$ cat config.mk
export PLATFORM = sky130hd
export DESIGN_NAME = unsigned_to_ascii_digits
export DESIGN_NICKNAME = d
export VERILOG_FILES = /design/src/sv/uad_pkg.sv /design/src/sv/unsigned_to_ascii_digits.sv
export VERILOG_INCLUDE_DIRS = /design/src /design/src/sv
export SDC_FILE = /design/constraint.sdc
export NUM_CORES = 1
export LEC_CHECK = 0
export ABC_AREA = 1
export BUFFER_PORTS_ARGS = -buffer_cell sky130_fd_sc_hd__buf_4
export CELL_PAD_IN_SITES_DETAIL_PLACEMENT = 2
export CELL_PAD_IN_SITES_GLOBAL_PLACEMENT = 2
export CORE_AREA = 2 2 131 133
export DETAILED_ROUTE_END_ITERATION = 10
export DIE_AREA = 0 0 133 135
export PLACE_DENSITY = 0.8
export SLEW_MARGIN = 10
export SYNTH_ARGS = -nofsm -noshare
export SYNTH_HDL_FRONTEND = slang
export SYNTH_SLANG_ARGS = --single-unit
$ cat constraint.sdc
create_clock -name clock -period 6 [get_ports clock]
set_input_delay 0.9 -clock clock [delete_from_list [all_inputs] [get_ports clock]]
set_output_delay 0.9 -clock clock [all_outputs]
set_load 0.01 [all_outputs]
$ cat src/sv/assert_macros.svh
// ----------------------------------------------------------------------------
// Assertion macros
// Shared concurrent assertion forms for the RTL in this folder.
// ----------------------------------------------------------------------------
`ifndef ASSERT_MACROS_SVH
`define ASSERT_MACROS_SVH

// The consequent must hold in the same cycle as the antecedent.
`define ASSERT_SAME(label, clk, rst, ante, cons) \
   label: assert property (@(posedge clk) disable iff (rst) (ante) |-> (cons)) \
      else $error("assertion failed");

// The consequent must hold in the cycle after the antecedent.
`define ASSERT_NEXT(label, clk, rst, ante, cons) \
   label: assert property (@(posedge clk) disable iff (rst) (ante) |=> (cons)) \
      else $error("assertion failed");

`endif

$ cat src/sv/uad_pkg.sv
// ----------------------------------------------------------------------------
// uad_pkg
// Types, constants and helper functions of the binary to ASCII digit
// converter.
// ----------------------------------------------------------------------------
`timescale 1ns / 1ps

package uad_pkg;

   localparam int VALUE_BITS_DEFAULT = 32;
   localparam int IN_BITS            = 32;
   localparam int NIBBLE_BITS        = 4;
   localparam int DIGITS             = 10;
   localparam int DIGIT_REG_BITS     = DIGITS * NIBBLE_BITS;
   localparam int CHAR_BITS          = 7;
   localparam int IDX_BITS           = $clog2(DIGITS);

   localparam logic [NIBBLE_BITS-1:0] DEC_LIMIT   = 4'h5;
   localparam logic [NIBBLE_BITS-1:0] DEC_ADJUST  = 4'h3;
   localparam logic [NIBBLE_BITS-1:0] HEX_ALPHA   = 4'hA;
   localparam logic [CHAR_BITS-1:0]   CHAR_ZERO   = 7'h30;
   localparam logic [CHAR_BITS-1:0]   CHAR_A      = 7'h41;

   localparam logic KIND_DEC = 1'b0;
   localparam logic KIND_HEX = 1'b1;

   typedef enum logic [1:0] {
      ST_IDLE,
      ST_CONVERT,
      ST_EMIT
   } state_type;

   function automatic logic [CHAR_BITS-1:0] ascii_of(input logic [NIBBLE_BITS-1:0] d);
      logic [CHAR_BITS-1:0] c;
      if (d < HEX_ALPHA) begin
         c = CHAR_ZERO + CHAR_BITS'(d);
      end else begin
         c = CHAR_A + CHAR_BITS'(d - HEX_ALPHA);
      end
      return c;
   endfunction

endpackage

$ cat src/sv/unsigned_to_ascii_digits.sv
// Decimal runs the shift-and-add-3 conversion over the low min(VALUE_BITS,32)
// bits of req_value, then a scan of the ten digits; hex skips the conversion.
// Busy stays high through both phases, so a new transaction is taken only
// once the block is back in idle; the receiver cannot stall.
// Synchronous active-high reset returns the block to idle with no strobe.
// ----------------------------------------------------------------------------
// unsigned_to_ascii_digits
// Converts an unsigned value to ASCII decimal or upper-case hex digits,
// most significant first, without leading zeros.
// ----------------------------------------------------------------------------
`timescale 1ns / 1ps
`include "assert_macros.svh"

module unsigned_to_ascii_digits #(
   parameter int VALUE_BITS = uad_pkg::VALUE_BITS_DEFAULT
) (
   input  logic                          clock,
   input  logic                          reset,
   input  logic                          start,
   output logic                          busy,
   input  logic                          req_kind,
   input  logic [uad_pkg::IN_BITS-1:0]   req_value,
   output logic                          rsp_valid,
   output logic [uad_pkg::CHAR_BITS-1:0] rsp_digit_char,
   output logic                          rsp_last
);

   import uad_pkg::*;

   localparam int CONV_BITS = (VALUE_BITS < IN_BITS) ? VALUE_BITS : IN_BITS;
   localparam int CNT_BITS  = $clog2(CONV_BITS + 1);

   state_type                  state_ff, state_in;
   logic [CONV_BITS-1:0]       bin_ff, bin_in;
   logic [DIGIT_REG_BITS-1:0]  dig_ff, dig_in;
   logic [DIGIT_REG_BITS-1:0]  dig_adj;
   logic [CNT_BITS-1:0]        cnt_ff, cnt_in;
   logic [IDX_BITS-1:0]        idx_ff, idx_in;
   logic                       started_ff, started_in;
   logic                       rsp_valid_ff, rsp_valid_in;
   logic [CHAR_BITS-1:0]       rsp_char_ff, rsp_char_in;
   logic                       rsp_last_ff, rsp_last_in;
   logic                       accept;
   logic [NIBBLE_BITS-1:0]     top_nibble;
   logic                       emit;

   assign busy       = (state_ff != ST_IDLE);
   assign accept     = start && !busy;
   assign top_nibble = dig_ff[DIGIT_REG_BITS-1 -: NIBBLE_BITS];
   assign emit       = started_ff || (top_nibble != '0) || (idx_ff == '0);

   always_comb begin
      for (int i = 0; i < DIGITS; i++) begin
         if (dig_ff[i*NIBBLE_BITS +: NIBBLE_BITS] >= DEC_LIMIT) begin
            dig_adj[i*NIBBLE_BITS +: NIBBLE_BITS] =
               dig_ff[i*NIBBLE_BITS +: NIBBLE_BITS] + DEC_ADJUST;
         end else begin
            dig_adj[i*NIBBLE_BITS +: NIBBLE_BITS] = dig_ff[i*NIBBLE_BITS +: NIBBLE_BITS];
         end
      end
   end

   always_comb begin
      state_in = state_ff;
      case (state_ff)
         ST_IDLE: begin
            if (accept) begin
               state_in = (req_kind == KIND_HEX) ? ST_EMIT : ST_CONVERT;
            end
         end
         ST_CONVERT: begin
            if (cnt_ff == CNT_BITS'(1)) begin
               state_in = ST_EMIT;
            end
         end
         ST_EMIT: begin
            if (idx_ff == '0) begin
               state_in = ST_IDLE;
            end
         end
         default: state_in = ST_IDLE;
      endcase
   end

   always_comb begin
      bin_in       = bin_ff;
      dig_in       = dig_ff;
      cnt_in       = cnt_ff;
      idx_in       = idx_ff;
      started_in   = started_ff;
      rsp_valid_in = 1'b0;
      rsp_char_in  = rsp_char_ff;
      rsp_last_in  = rsp_last_ff;
      case (state_ff)
         ST_IDLE: begin
            if (accept) begin
               bin_in     = req_value[CONV_BITS-1:0];
               cnt_in     = CNT_BITS'(CONV_BITS);
               idx_in     = IDX_BITS'(DIGITS - 1);
               started_in = 1'b0;
               if (req_kind == KIND_HEX) begin
                  dig_in = DIGIT_REG_BITS'(req_value[CONV_BITS-1:0]);
               end else begin
                  dig_in = '0;
               end
            end
         end
         ST_CONVERT: begin
            dig_in = {dig_adj[DIGIT_REG_BITS-2:0], bin_ff[CONV_BITS-1]};
            bin_in = bin_ff << 1;
            cnt_in = cnt_ff - CNT_BITS'(1);
         end
         ST_EMIT: begin
            dig_in       = dig_ff << NIBBLE_BITS;
            idx_in       = idx_ff - IDX_BITS'(1);
            started_in   = started_ff || (top_nibble != '0);
            rsp_valid_in = emit;
            rsp_char_in  = ascii_of(top_nibble);
            rsp_last_in  = (idx_ff == '0);
         end
         default: begin
            rsp_valid_in = 1'b0;
         end
      endcase
   end

   always_ff @(posedge clock) begin
      if (reset) begin
         state_ff     <= ST_IDLE;
         rsp_valid_ff <= 1'b0;
      end else begin
         state_ff     <= state_in;
         rsp_valid_ff <= rsp_valid_in;
      end
   end

   always_ff @(posedge clock) begin
      bin_ff      <= bin_in;
      dig_ff      <= dig_in;
      cnt_ff      <= cnt_in;
      idx_ff      <= idx_in;
      started_ff  <= started_in;
      rsp_char_ff <= rsp_char_in;
      rsp_last_ff <= rsp_last_in;
   end

   assign rsp_valid      = rsp_valid_ff;
   assign rsp_digit_char = rsp_char_ff;
   assign rsp_last       = rsp_last_ff;

   `ASSERT_SAME(a_char_range, clock, reset, rsp_valid, (rsp_digit_char >= CHAR_ZERO && rsp_digit_char <= 7'h39) || (rsp_digit_char >= CHAR_A && rsp_digit_char <= 7'h46))
   `ASSERT_NEXT(a_start_busy, clock, reset, start && !busy, busy)
   `ASSERT_NEXT(a_last_gap, clock, reset, rsp_valid && rsp_last, !rsp_valid)
   `ASSERT_SAME(a_valid_from_busy, clock, reset, rsp_valid, $past(busy))

endmodule
==> summary by stage, run 1 <==
Power and ir drop
The internal power contribution is 2.00 mW. Sequential cells account for 37.7% of the total power. The share of total power consumed by net switching is 45.2%. The power density over the cells is 560 mW/mm^2. The clock network is responsible for 16.0% of the overall power.

Per report_power, the combinational group accounts for 46.3% of the total. The analysis attributes to net switching a power of 1.65 mW. The leakage power figure is 2.98 nW. The peak supply drop is 0.241 mV.

Clocking
TritonCTS built the clock tree. The clock root buffer is clkbuf_16. In this run the deepest clock path goes through 2 buffers. For this design, the CTS-stage hold fixing added 0 buffers. The number of buffers added by the clock tree synthesis step is 9. For the worst-skew pair, the clock arrives at the later sink with an insertion delay of 0.35 ns.

In this run the post-CTS setup repair buffer count came out at 0. After clock tree synthesis, the clock-pin slew on the worst setup and hold paths is 0.06 ns. Clock tree synthesis found a total of 94 sinks. The post-cts resize count is 0. The number of H-tree branching levels is 3.

Critical path
The kind of cell adding the most delay to the critical path is buffers and inverters. Walking the worst path, the cells encountered are inv_1 -> ha_1 -> inv_1 -> buf_4. The kind of launch point of the worst setup path is a register.

In this run the worst path has a maximum fanout of 4. The most numerous cell on the critical path is inv_1. The worst setup path is captured at a primary output.

The arrival time of data at the critical path endpoint is 1.39 ns. The largest stage delay on the critical path is 0.40 ns. At the worst endpoint, the required time is 5.10 ns. For this design, the slowest cell found on the critical path is dfxtp_1.

The total buffers and inverters traversed by the critical path is 3. The type of the worst setup path is reg2out.

Synthesis
After synthesis, the mean cell area works out to 8.01 um^2. The number of distinct standard cells referenced by the synthesized netlist is 27. The number of instances in the synthesized netlist is 706.

The largest area contributor in the netlist is edfxtp_1. The area share of the leading cell type in the synthesized netlist is 48.4%. By area the synthesized netlist is led by edfxtp_1 48%, nand2_1 20%, ha_1 6.9%.

The synthesized area is 0.00565 mm^2. Summing the sequential cell areas from Yosys gives 49.4% of the chip area. The total nets after synthesis is 773.

The warning count from the yosys run is 0. The number of register bits inferred by synthesis is 94.

Timing
For the pin with the worst max-slew slack, the measured transition is 0.806 ns. The clock arrives with 0.00767 ns of skew. For this run, the top clock speed supported by timing is 438 MHz. Counting I/O delays and the setup requirement, the final critical path takes 2.29 ns.

The total setup violations reported at the end of the flow is 0. The final number of hold-violating endpoints was 0. After layout, the worst path uses 38.1% of the clock period. Setup total negative slack on the finished layout was measured at 0 ns. The worst relative slew slack is 46.2%. Setup repair after global routing left no endpoint under its margin. The count of pins over their slew limit is 0.

Drt
For this block, the initial DRC count from the detailed router was 172. The number of nets still failing antenna checks after routing is 0. The detailed router placed 4,889 vias in this run.

The final routed DRC violation total is 0. After detailed routing, the total wire length is 16,600 um. The post-detailed-route wirelength per cell is 17.1 um. Before antenna repair, the detailed router went through 4 iterations.

In the routed layout, each cell is associated on average with a via count of 5.03.

Floorplan
The site row count is 47. The total area inside the core boundary comes to 0.0164 mm^2. The floorplan step set the die height to 135 um. The die width is 133 um. For this configuration, the core starts out at a cell density of 34.4%. The overall die area is 0.0180 mm^2.

The number of top-level pins is 46.

Cells and area
For this run, the share of the core covered by cells in the final layout is 39.8%. In the layout the commonest cells are 304 x nand2_1, 91 x edfxtp_1, 76 x inv_1, 50 x buf_4, 48 x nand3_1. The post-route standard cell area excluding fillers is 0.00653 mm^2. Fill cells in the final layout number 1,898. The leading cell type in the layout, fill and taps excluded is nand2_1. The relative area change from synthesis to final layout is 15.5%. The repair_antennas step left the layout with diodes totalling 0. For this run, the post-layout net count is 814.

The fraction of layout cells with a size suffix above 1 is 9.97%. Leaving out filler cells and counting taps, the final layout contains 972.

GRT
The first global-routing pass estimated 27,500 um of wire. Global routing finished with a remaining overflow of 0. The via count of the first global-routing pass came to 5,402. The total global-route track usage is 19.3%. The pin count of the biggest net entering global routing is 75. The initial antenna violation count was 0.

Hold path
The worst hold-check path type is reg2reg.

Outcome
The run finished with clean final reports.

Placement
Routability-driven placement finished with a final weighted congestion of 0.801. Input and output buffers added on the ports amount to 45. The placed instance count is 955. The final HPWL from detailed placement is 11,700 um.

The post-place instance area is 0.00621 mm^2.

Run
The max capacitance violation total is 0.
## power groups by stage
stage / Sequential, mW / Clock (mW) / Combinational, mW
CTS: 1.38 / 0.600 / 1.70
finish: 1.38 / 0.586 / 1.69
global placement: 1.38 / 0 / 1.53
floorplan: 1.34 / 0 / 1.18
detailed placement: 1.40 / 0 / 1.67
global route: 1.42 / 0.622 / 1.95
## logic make-up (layout without fill, tap and decap cells)
family,after synthesis,after routing,share of synthesized area (%)
AND/OR/NAND/NOR,400,400,28.5
buffers and inverters,100,146,7.33
adder cells (fa/ha/maj),31,31,6.86
XOR/XNOR,2,2,0.310
AO/OA/AOI/OAI,79,79,7.55
flip-flops,94,94,49.4
## synthesized netlist by cell type
cell,number
nand2_1,304
edfxtp_1,91
inv_1,76
nand3_1,48
a21oi_1,32
ha_1,31
o21ai_0,29
nor2_1,28
nand4_1,16
buf_2,13
o22ai_1,9
buf_1,3
dfxtp_1,3
inv_2,3
o211ai_1,3
a31oi_1,2
buf_4,2
buf_6,2
or2_2,2
xor2_1,2
a211oi_1,1
a21oi_2,1
clkbuf_1,1
nand3b_1,1
nor2_2,1
o2111ai_1,1
o21ai_1,1
## worst reg2reg max path: stages (launching register included)
cell and delay (ns):
dfxtp_1 0.40, inv_1 0.09, ha_1 0.28, buf_4 0.36, nor2_2 0.08, buf_4 0.23
inv_1 0.32, o21ai_0 0.16
## stage by stage
| stage | hold slack, ns | setup WS (ns) | power, mW |
|---|---|---|---|
| after global placement | 0.499 | 3.58 | 2.91 |
| final | 0.526 | 3.71 | 3.65 |
| after CTS | 0.530 | 3.62 | 3.69 |
| after floorplan | 0.494 | 2.71 | 2.52 |
| after detailed placement | 0.514 | 3.54 | 3.07 |
| after global routing | 0.554 | 3.61 | 3.99 |
## path summary, 6_finish.rpt
check,startpoint,endpoint,slack (ns),depth (start not counted)
setup / recovery,state_ff[0],busy,3.71,4
hold / removal,bin_ff[17],bin_ff[18],0.53,2
setup reg to reg,state_ff[0],dig_ff[11],3.82,7
hold reg to reg,bin_ff[17],bin_ff[18],0.53,2
## layout make-up
type | instances | area [um^2] | share of cell area, %
Sequential cell | 94 | 2790 | 42.8
Multi-Input combinational cell | 512 | 2470 | 37.8
Timing Repair Buffer | 51 | 403 | 6.17
Inverter | 79 | 297 | 4.54
Tap cell | 220 | 275 | 4.22
Clock buffer | 10 | 229 | 3.51
Clock inverter | 6 | 62.6 | 0.959
## registers in the layout, indices dropped and copies added (netlist names), 2 cells and up
signal and cells:
dig_ff 40, bin_ff 32, rsp_digit_char 7, cnt_ff 6, idx_ff 4, state_ff 2
## routing by layer
metal | GRT usage (%) | routed length, um | vias up
li1 | - | - | 2402
met1 | 23.1 | 7350 | 2413
met2 | 36.3 | 8690 | 60
met3 | 2.74 | 363 | 14
met4 | 5.02 | 185 | 0
met5 | 0 | 0 | -
No activity file was read; power rests on OpenSTA's default activity.
==> run 2, diff against run 1 <==
--- a/config.mk
+++ b/config.mk
@@ -10,9 +10,9 @@
 export BUFFER_PORTS_ARGS = -buffer_cell sky130_fd_sc_hd__buf_4
 export CELL_PAD_IN_SITES_DETAIL_PLACEMENT = 2
 export CELL_PAD_IN_SITES_GLOBAL_PLACEMENT = 2
-export CORE_AREA = 2 2 131 133
+export CORE_AREA = 2 2 134 136
 export DETAILED_ROUTE_END_ITERATION = 10
-export DIE_AREA = 0 0 133 135
+export DIE_AREA = 0 0 136 138
 export PLACE_DENSITY = 0.8
 export SLEW_MARGIN = 10
 export SYNTH_ARGS = -nofsm -noshare
==> constraint.sdc (replaced) <==
create_clock -name clock -period 1.9 [get_ports clock]
set_input_delay 0.285 -clock clock [delete_from_list [all_inputs] [get_ports clock]]
set_output_delay 0.285 -clock clock [all_outputs]
set_load 0.01 [all_outputs]
==> summary by stage, run 2 (synthesis gave the netlist of run 1 again) <==
Outcome
The flow ran to the end, and the final reports show no timing, DRC or antenna violations.

Clocking
The number of sinks driven by the clock tree is 94 (unchanged). The clock latency on the worst-skew pair is 0.36 ns (about the same). TritonCTS built the clock tree. The number of H-tree branching levels is 3 (unchanged). The clock root buffer is clkbuf_16. The clock-pin slew of the registers on the worst-case setup and hold paths was 0.07 ns (about the same). The buffer levels on the longest clock path is 2 (unchanged).

The number of buffers added by the clock tree synthesis step is 9 (unchanged).

Cells and area
In the final layout, the registers with the most flip-flops are dig_ff x40, bin_ff x32, rsp_digit_char x7. The utilization after layout was 37.9% (-1.9 points). The relative area change from synthesis to final layout is 17.6%.

The fraction of layout cells with a size suffix above 1 came to 11.5% (+1.5 points). Leaving out fill and tap cells, the most frequent cells in the layout are 304 x nand2_1, 91 x edfxtp_1, 74 x inv_1, 52 x buf_4, 48 x nand3_1. The flip-flop count of the largest register, all copies and words added was 40 (unchanged). The layout filler cell count is 2,040 (+7.5%).

The register name with the most flops is dig_ff. The net count reported at finish came to 820 (+0.74%). The number of antenna diodes came to 0 (unchanged). The library cell used most frequently in the layout, excluding fill and tap cells, is nand2_1.

Drt
The number of design-rule violations left by the first detailed-router iteration was 202 (+17%). The first-pass iteration count of the detailed router is 4 (unchanged). The number of nets still failing antenna checks after routing is 0 (unchanged).

The final routed DRC violation total is 0 (unchanged). The post-detailed-routing wire length is 17,400 um (+4.8%). The post-detailed-route wirelength per cell came to 17.6 um (+3.2%). The via count is 4,962 (+1.5%). The per-cell via count in the routed design is 5.03 (about the same).

Floorplan
The site row count was 49 (+4.3%). The standard cell core area was 0.0175 mm^2 (+6.9%). The initial core utilization is 32.2% (-2.2 points). The height of the die came to 138 um (+2.2%). The number of top-level pins is 46 (unchanged). The overall die area was 0.0188 mm^2 (+4.5%). The die width is 136 um (+2.3%).

GRT
The initial antenna violation count came to 0 (unchanged). The remaining global-route overflow is 0 (unchanged). The met2 capacity usage during global routing is 36.0% (-0.25 points). The global routing usage on met1 came to 22.9% (-0.23 points). The wire length of the first global-routing pass is 28,600 um (+4.0%). The met3 capacity usage during global routing came to 3.08% (+0.34 points). The pin count of the biggest net entering global routing is 67 (-11%). The total global-route track usage is 19.4% (+0.13 points). The via count of the first global-routing pass is 5,581 (+3.3%). The global-route layer with the greatest usage is met2.

Power and ir drop
The power density over the cells was 1790 mW/mm^2 (+220%). The total power of the final layout came to 11.9 mW (+230%). The peak supply drop is 0.890 mV (+270%).

The leakage power figure is 3.03 nW (+1.7%).

Critical path
STA classifies the critical path startpoint as a register. The required time of the worst setup path came to 2.02 ns (-3.08 ns). The slowest stage of the critical path is the dfxtp_1 cell.

Tracing the worst setup path back leads to its startpoint at state_ff[1]. The largest fanout on the critical path is 24 (+20). The largest stage delay on the critical path is 0.39 ns (about the same). Walking the worst path, the cells encountered are inv_1 -> ha_2 -> inv_2 -> buf_12 -> nor2_1 -> nand2_1 -> nand2_1 -> nand2_1 -> nand2_1.

The arrival time of data at the critical path endpoint is 1.91 ns (+0.52 ns). The most numerous cell on the critical path is nand2_1. The worst setup path is of the reg2reg kind. The worst setup path is captured at a register. The launch instance of the worst register-to-register path is state_ff[1].

Timing
The count of pins over their slew limit is 0 (unchanged). The worst relative slew slack is 66.8% (+21 points). The final-layout worst hold slack was 0.0963 ns (-0.429 ns). Setup repair after global routing left no endpoint under its margin. The final number of hold-violating endpoints is 0 (unchanged). Subtracting the final worst setup slack from the clock period gives 1.79 ns.

Based on the critical path, the design can be clocked at up to 558 MHz. The final worst setup slack was 0.109 ns (-3.61 ns). The clock skew after layout is 0.0102 ns (+0.00252 ns). The total setup violations reported at the end of the flow is 0 (unchanged).

Of the available clock period, the critical path in the final layout requires 94.3%. The aggregate negative setup slack came to 0 ns (unchanged). The actual slew at the worst max-slew pin is 0.497 ns (-0.309 ns).

Run
The max capacitance violation total came to 0 (unchanged).

Hold path
The launch point of the worst hold path is reset. The worst hold-check path type is in2reg.

Placement
The weighted congestion at the end of routability-driven global placement is 0.792 (-1.1%). The final HPWL from detailed placement is 12,800 um (+9.5%). The count of port buffers added during placement is 45 (unchanged). The pre-CTS worst setup slack is 0.101 ns (-3.44 ns).
[run 2: timing repair]
action	CTS	global route
resized for setup	0	2
endpoints found under the setup margin	0	3
setup buffers	0	0
hold buffers	0	0
[run 2: worst max-delay path, delay by kind of cell (launching register included)]
family	cells	cell delay (ns)
fa+ha+maj	1	0.22
buf+inv	3	0.58
simple gates	5	0.35
flops	1	0.39
[run 2: worst paths after layout]
| path | end | slack (ns) | cells after the start |
|---|---|---|---|
| hold / removal | rsp_valid | 0.1 | 2 |
| setup reg to reg | dig_ff[8] | 0.11 | 9 |
| setup / recovery | dig_ff[8] | 0.11 | 9 |
| hold reg to reg | bin_ff[9] | 0.53 | 2 |
[run 2: per-stage QoR]
step                instance area, um^2  instances
detailed placement                 6340        971
floorplan                          5680        706
finish                             6640        987
global route                       6640        987
global placement                   6340        971
CTS                                6640        987
[run 2: report_power, final]
group	total [mW]	internal [mW]	leakage (nW)	switching, mW
sequential	4.37	3.69	0.939	0.681
clock	1.89	1.03	0.143	0.863
combinational	5.65	1.81	1.95	3.84
total	11.9	6.53	3.03	5.39
[run 2: layout make-up]
class	instances	area, um^2	share of cell area, %
sequential	94	2790	42.0
multi-input combinational	512	2480	37.3
timing repair buffer	57	490	7.38
inverter	79	297	4.46
tap	229	287	4.31
clock buffer	10	229	3.45
clock inverter	6	68.8	1.04
[run 2: per-layer routing]
| metal | vias to the layer above | part of all wire [%] | wire length [um] |
|---|---|---|---|
| met2 | 77 | 54 | 9370 |
| li1 | 2407 | - | - |
| met4 | 0 | 1.5 | 261 |
| met5 | - | 0 | 0 |
| met3 | 17 | 3.4 | 585 |
| met1 | 2461 | 41 | 7170 |
==> run 3, diff against run 2 <==
--- a/config.mk
+++ b/config.mk
@@ -8,12 +8,12 @@
 export LEC_CHECK = 0
 export ABC_AREA = 1
 export BUFFER_PORTS_ARGS = -buffer_cell sky130_fd_sc_hd__buf_4
-export CELL_PAD_IN_SITES_DETAIL_PLACEMENT = 2
-export CELL_PAD_IN_SITES_GLOBAL_PLACEMENT = 2
-export CORE_AREA = 2 2 134 136
+export CELL_PAD_IN_SITES_DETAIL_PLACEMENT = 0
+export CELL_PAD_IN_SITES_GLOBAL_PLACEMENT = 1
+export CORE_AREA = 2 2 131 133
 export DETAILED_ROUTE_END_ITERATION = 10
-export DIE_AREA = 0 0 136 138
-export PLACE_DENSITY = 0.8
+export DIE_AREA = 0 0 133 135
+export PLACE_DENSITY_LB_ADDON = 0.1
 export SLEW_MARGIN = 10
 export SYNTH_ARGS = -nofsm -noshare
 export SYNTH_HDL_FRONTEND = slang
==> summary by stage, run 3 (synthesis gave the netlist of run 1 again) <==
Floorplan
The number of top-level pins is 46 (unchanged). The height of the die was 135 um (-2.2%). The site row count came to 47 (-4.1%). The overall die area came to 0.0180 mm^2 (-4.3%).

The die width is 133 um (-2.2%). The standard cell core area is 0.0164 mm^2 (-6.4%). The initial core utilization was 34.4% (+2.2 points).

Cells and area
The net count reported at finish was 819 (-0.12%). The register name with the most flops is dig_ff. In the layout the commonest cells are 304 x nand2_1, 91 x edfxtp_1, 75 x inv_1, 52 x buf_4, 48 x nand3_1. The flip-flop count of the largest register, all copies and words added came to 40 (unchanged). The number of antenna diodes is 0 (unchanged). The fraction of layout cells with a size suffix above 1 was 11.1% (-0.38 points).

Leaving out fill and tap cells, the most frequent cell in the layout is nand2_1. The post-route non-filler standard cell count is 977 (-1.0%). The layout filler cell count was 1,693 (-17%). The relative area change from synthesis to final layout was 17.7% (about the same). The post-route standard cell area excluding fillers is 0.00665 mm^2 (about the same). The largest registers in the layout are dig_ff x40, bin_ff x32, rsp_digit_char x7.

Clocking
The number of setup buffers added after CTS is 0 (unchanged). The hold buffer count at CTS is 0 (unchanged). The post-cts resize count came to 0 (unchanged). The clock latency on the worst-skew pair is 0.35 ns (about the same). The number of H-tree branching levels was 3 (unchanged). The tree is rooted in a clkbuf_16. The number of sinks driven by the clock tree is 94 (unchanged). The clock-pin slew of the registers on the worst-case setup and hold paths was 0.07 ns (about the same). TritonCTS built the clock tree.

The number of buffers added by the clock tree synthesis step is 9 (unchanged). The buffer levels on the longest clock path is 2 (unchanged).

Placement
The final HPWL from detailed placement was 9350 um (-27%). The count of port buffers added during placement is 45 (unchanged). The weighted congestion at the end of routability-driven global placement is 0.804 (+1.5%). The post-place instance area is 0.00631 mm^2 (-0.49%).

The pre-CTS worst setup slack was 0.205 ns (+0.104 ns). The placed instance count was 961 (-1.0%).

GRT
The initial antenna violation count is 0 (unchanged). The remaining global-route overflow was 0 (unchanged). The total global-route track usage is 15.9% (-3.5 points). The via count of the first global-routing pass is 4,580 (-18%).

The pin count of the biggest net entering global routing came to 42 (-37%). The wire length of the first global-routing pass was 22,700 um (-21%).

Critical path
The required time of the worst setup path was 2.01 ns (about the same). The sort of element at the end of the critical path is a register. The arrival time of data at the critical path endpoint is 1.79 ns (-0.12 ns).

The largest fanout on the critical path came to 7 (-71%). Tracing the worst setup path back leads to its startpoint at dig_ff[37]. The cell depth of the worst flop-to-flop path is 7 (-2).

The startpoint identified for the worst register-to-register timing path is dig_ff[37]. The type of the worst setup path is reg2reg. The worst setup path is launched from a register.

Timing
The clock skew after layout is 0.00565 ns (-0.00454 ns). The count of pins over their slew limit is 0 (unchanged). The aggregate negative setup slack came to 0 ns (unchanged). The final worst setup slack came to 0.213 ns (+0.103 ns). The total setup violations reported at the end of the flow is 0 (unchanged). The final number of hold-violating endpoints came to 0 (unchanged). The final-layout worst hold slack is 0.0905 ns (-0.00579 ns). The worst relative slew slack is 68.9% (+2.0 points). The final worst-path cycle share is 88.8% (-5.4 points).

The final critical delay including setup and external delays is 1.69 ns (-0.103 ns). The highest clock rate came to 593 MHz (+6.1%). Setup repair after global routing left no endpoint under its margin. The actual slew at the worst max-slew pin was 0.467 ns (-0.0301 ns).

Drt
The via count is 4,615 (-7.0%). The post-detailed-routing wire length is 13,300 um (-24%). The first-pass iteration count of the detailed router is 5 (+1). The number of design-rule violations left by the first detailed-router iteration was 228 (+13%).

The per-cell via count in the routed design is 4.72 (-6.0%). The final routed DRC violation total is 0 (unchanged). The number of nets still failing antenna checks after routing is 0 (unchanged).

The post-detailed-route wirelength per cell came to 13.6 um (-23%).

Hold path
The worst hold path belongs to the class in2reg. The hold-critical path depth came to 2 (unchanged). In this run the most critical hold path is launched from reset.

Power and ir drop
The peak supply drop is 0.694 mV (-22%). The power density over the cells is 1740 mW/mm^2 (-3.0%). The leakage power figure is 3.04 nW (+0.24%).

Run
The max capacitance violation total is 0 (unchanged).

Outcome
The run finished with clean final reports.
-- run 3: changes by cell type in the layout (fill, tap and decap cells not counted) --
cell	delta
bufinv_16	+2
clkinv_4	-1
clkinvlp_4	+1
a21oi_2	-1
inv_6	-2
inv_2	-1
a21oi_1	+1
inv_1	+1
buf_12	-1
-- run 3: path summary, 6_finish.rpt --
path	end	slack (ns)
max	rsp_digit_char[4]	0.21
min	rsp_valid	0.09
max reg2reg	rsp_digit_char[4]	0.21
min reg2reg	bin_ff[28]	0.52
-- run 3: report_power, final --
part	total, mW	internal [mW]	switching (mW)
logic	5.18	1.75	3.43
registers	4.31	3.69	0.625
clock network	2.08	1.28	0.796
-- run 3: final cells by class --
type / count / area [um^2] / share of cell area (%)
Clock buffer: 10 / 229 / 3.44
Clock inverter: 6 / 110 / 1.66
Inverter: 79 / 297 / 4.46
Multi-Input combinational cell: 512 / 2480 / 37.2
Sequential cell: 94 / 2790 / 42.0
Tap cell: 220 / 275 / 4.14
Timing Repair Buffer: 56 / 470 / 7.07
-- run 3: per-stage QoR --
stage	total power, mW	util (%)
final	11.6	40.5
after global routing	12.7	40.5
after CTS	11.7	40.5
after detailed placement	9.61	38.5
after global placement	9.52	38.5
after floorplan	7.97	-
-- run 3: critical path, cell delays in order, from the launching register on --
cell and delay (ns):
edfxtp_1 0.38, inv_1 0.19, ha_1 0.17, inv_1 0.04, ha_1 0.31, nand3_1 0.12, a21oi_2 0.16, o21ai_1 0.07
-- run 3: routing by layer --
metal	routed length (um)	track usage, %
met3	338	2.10
met1	6480	20.8
met5	0	0
met4	280	6.63
met2	6190	26.7
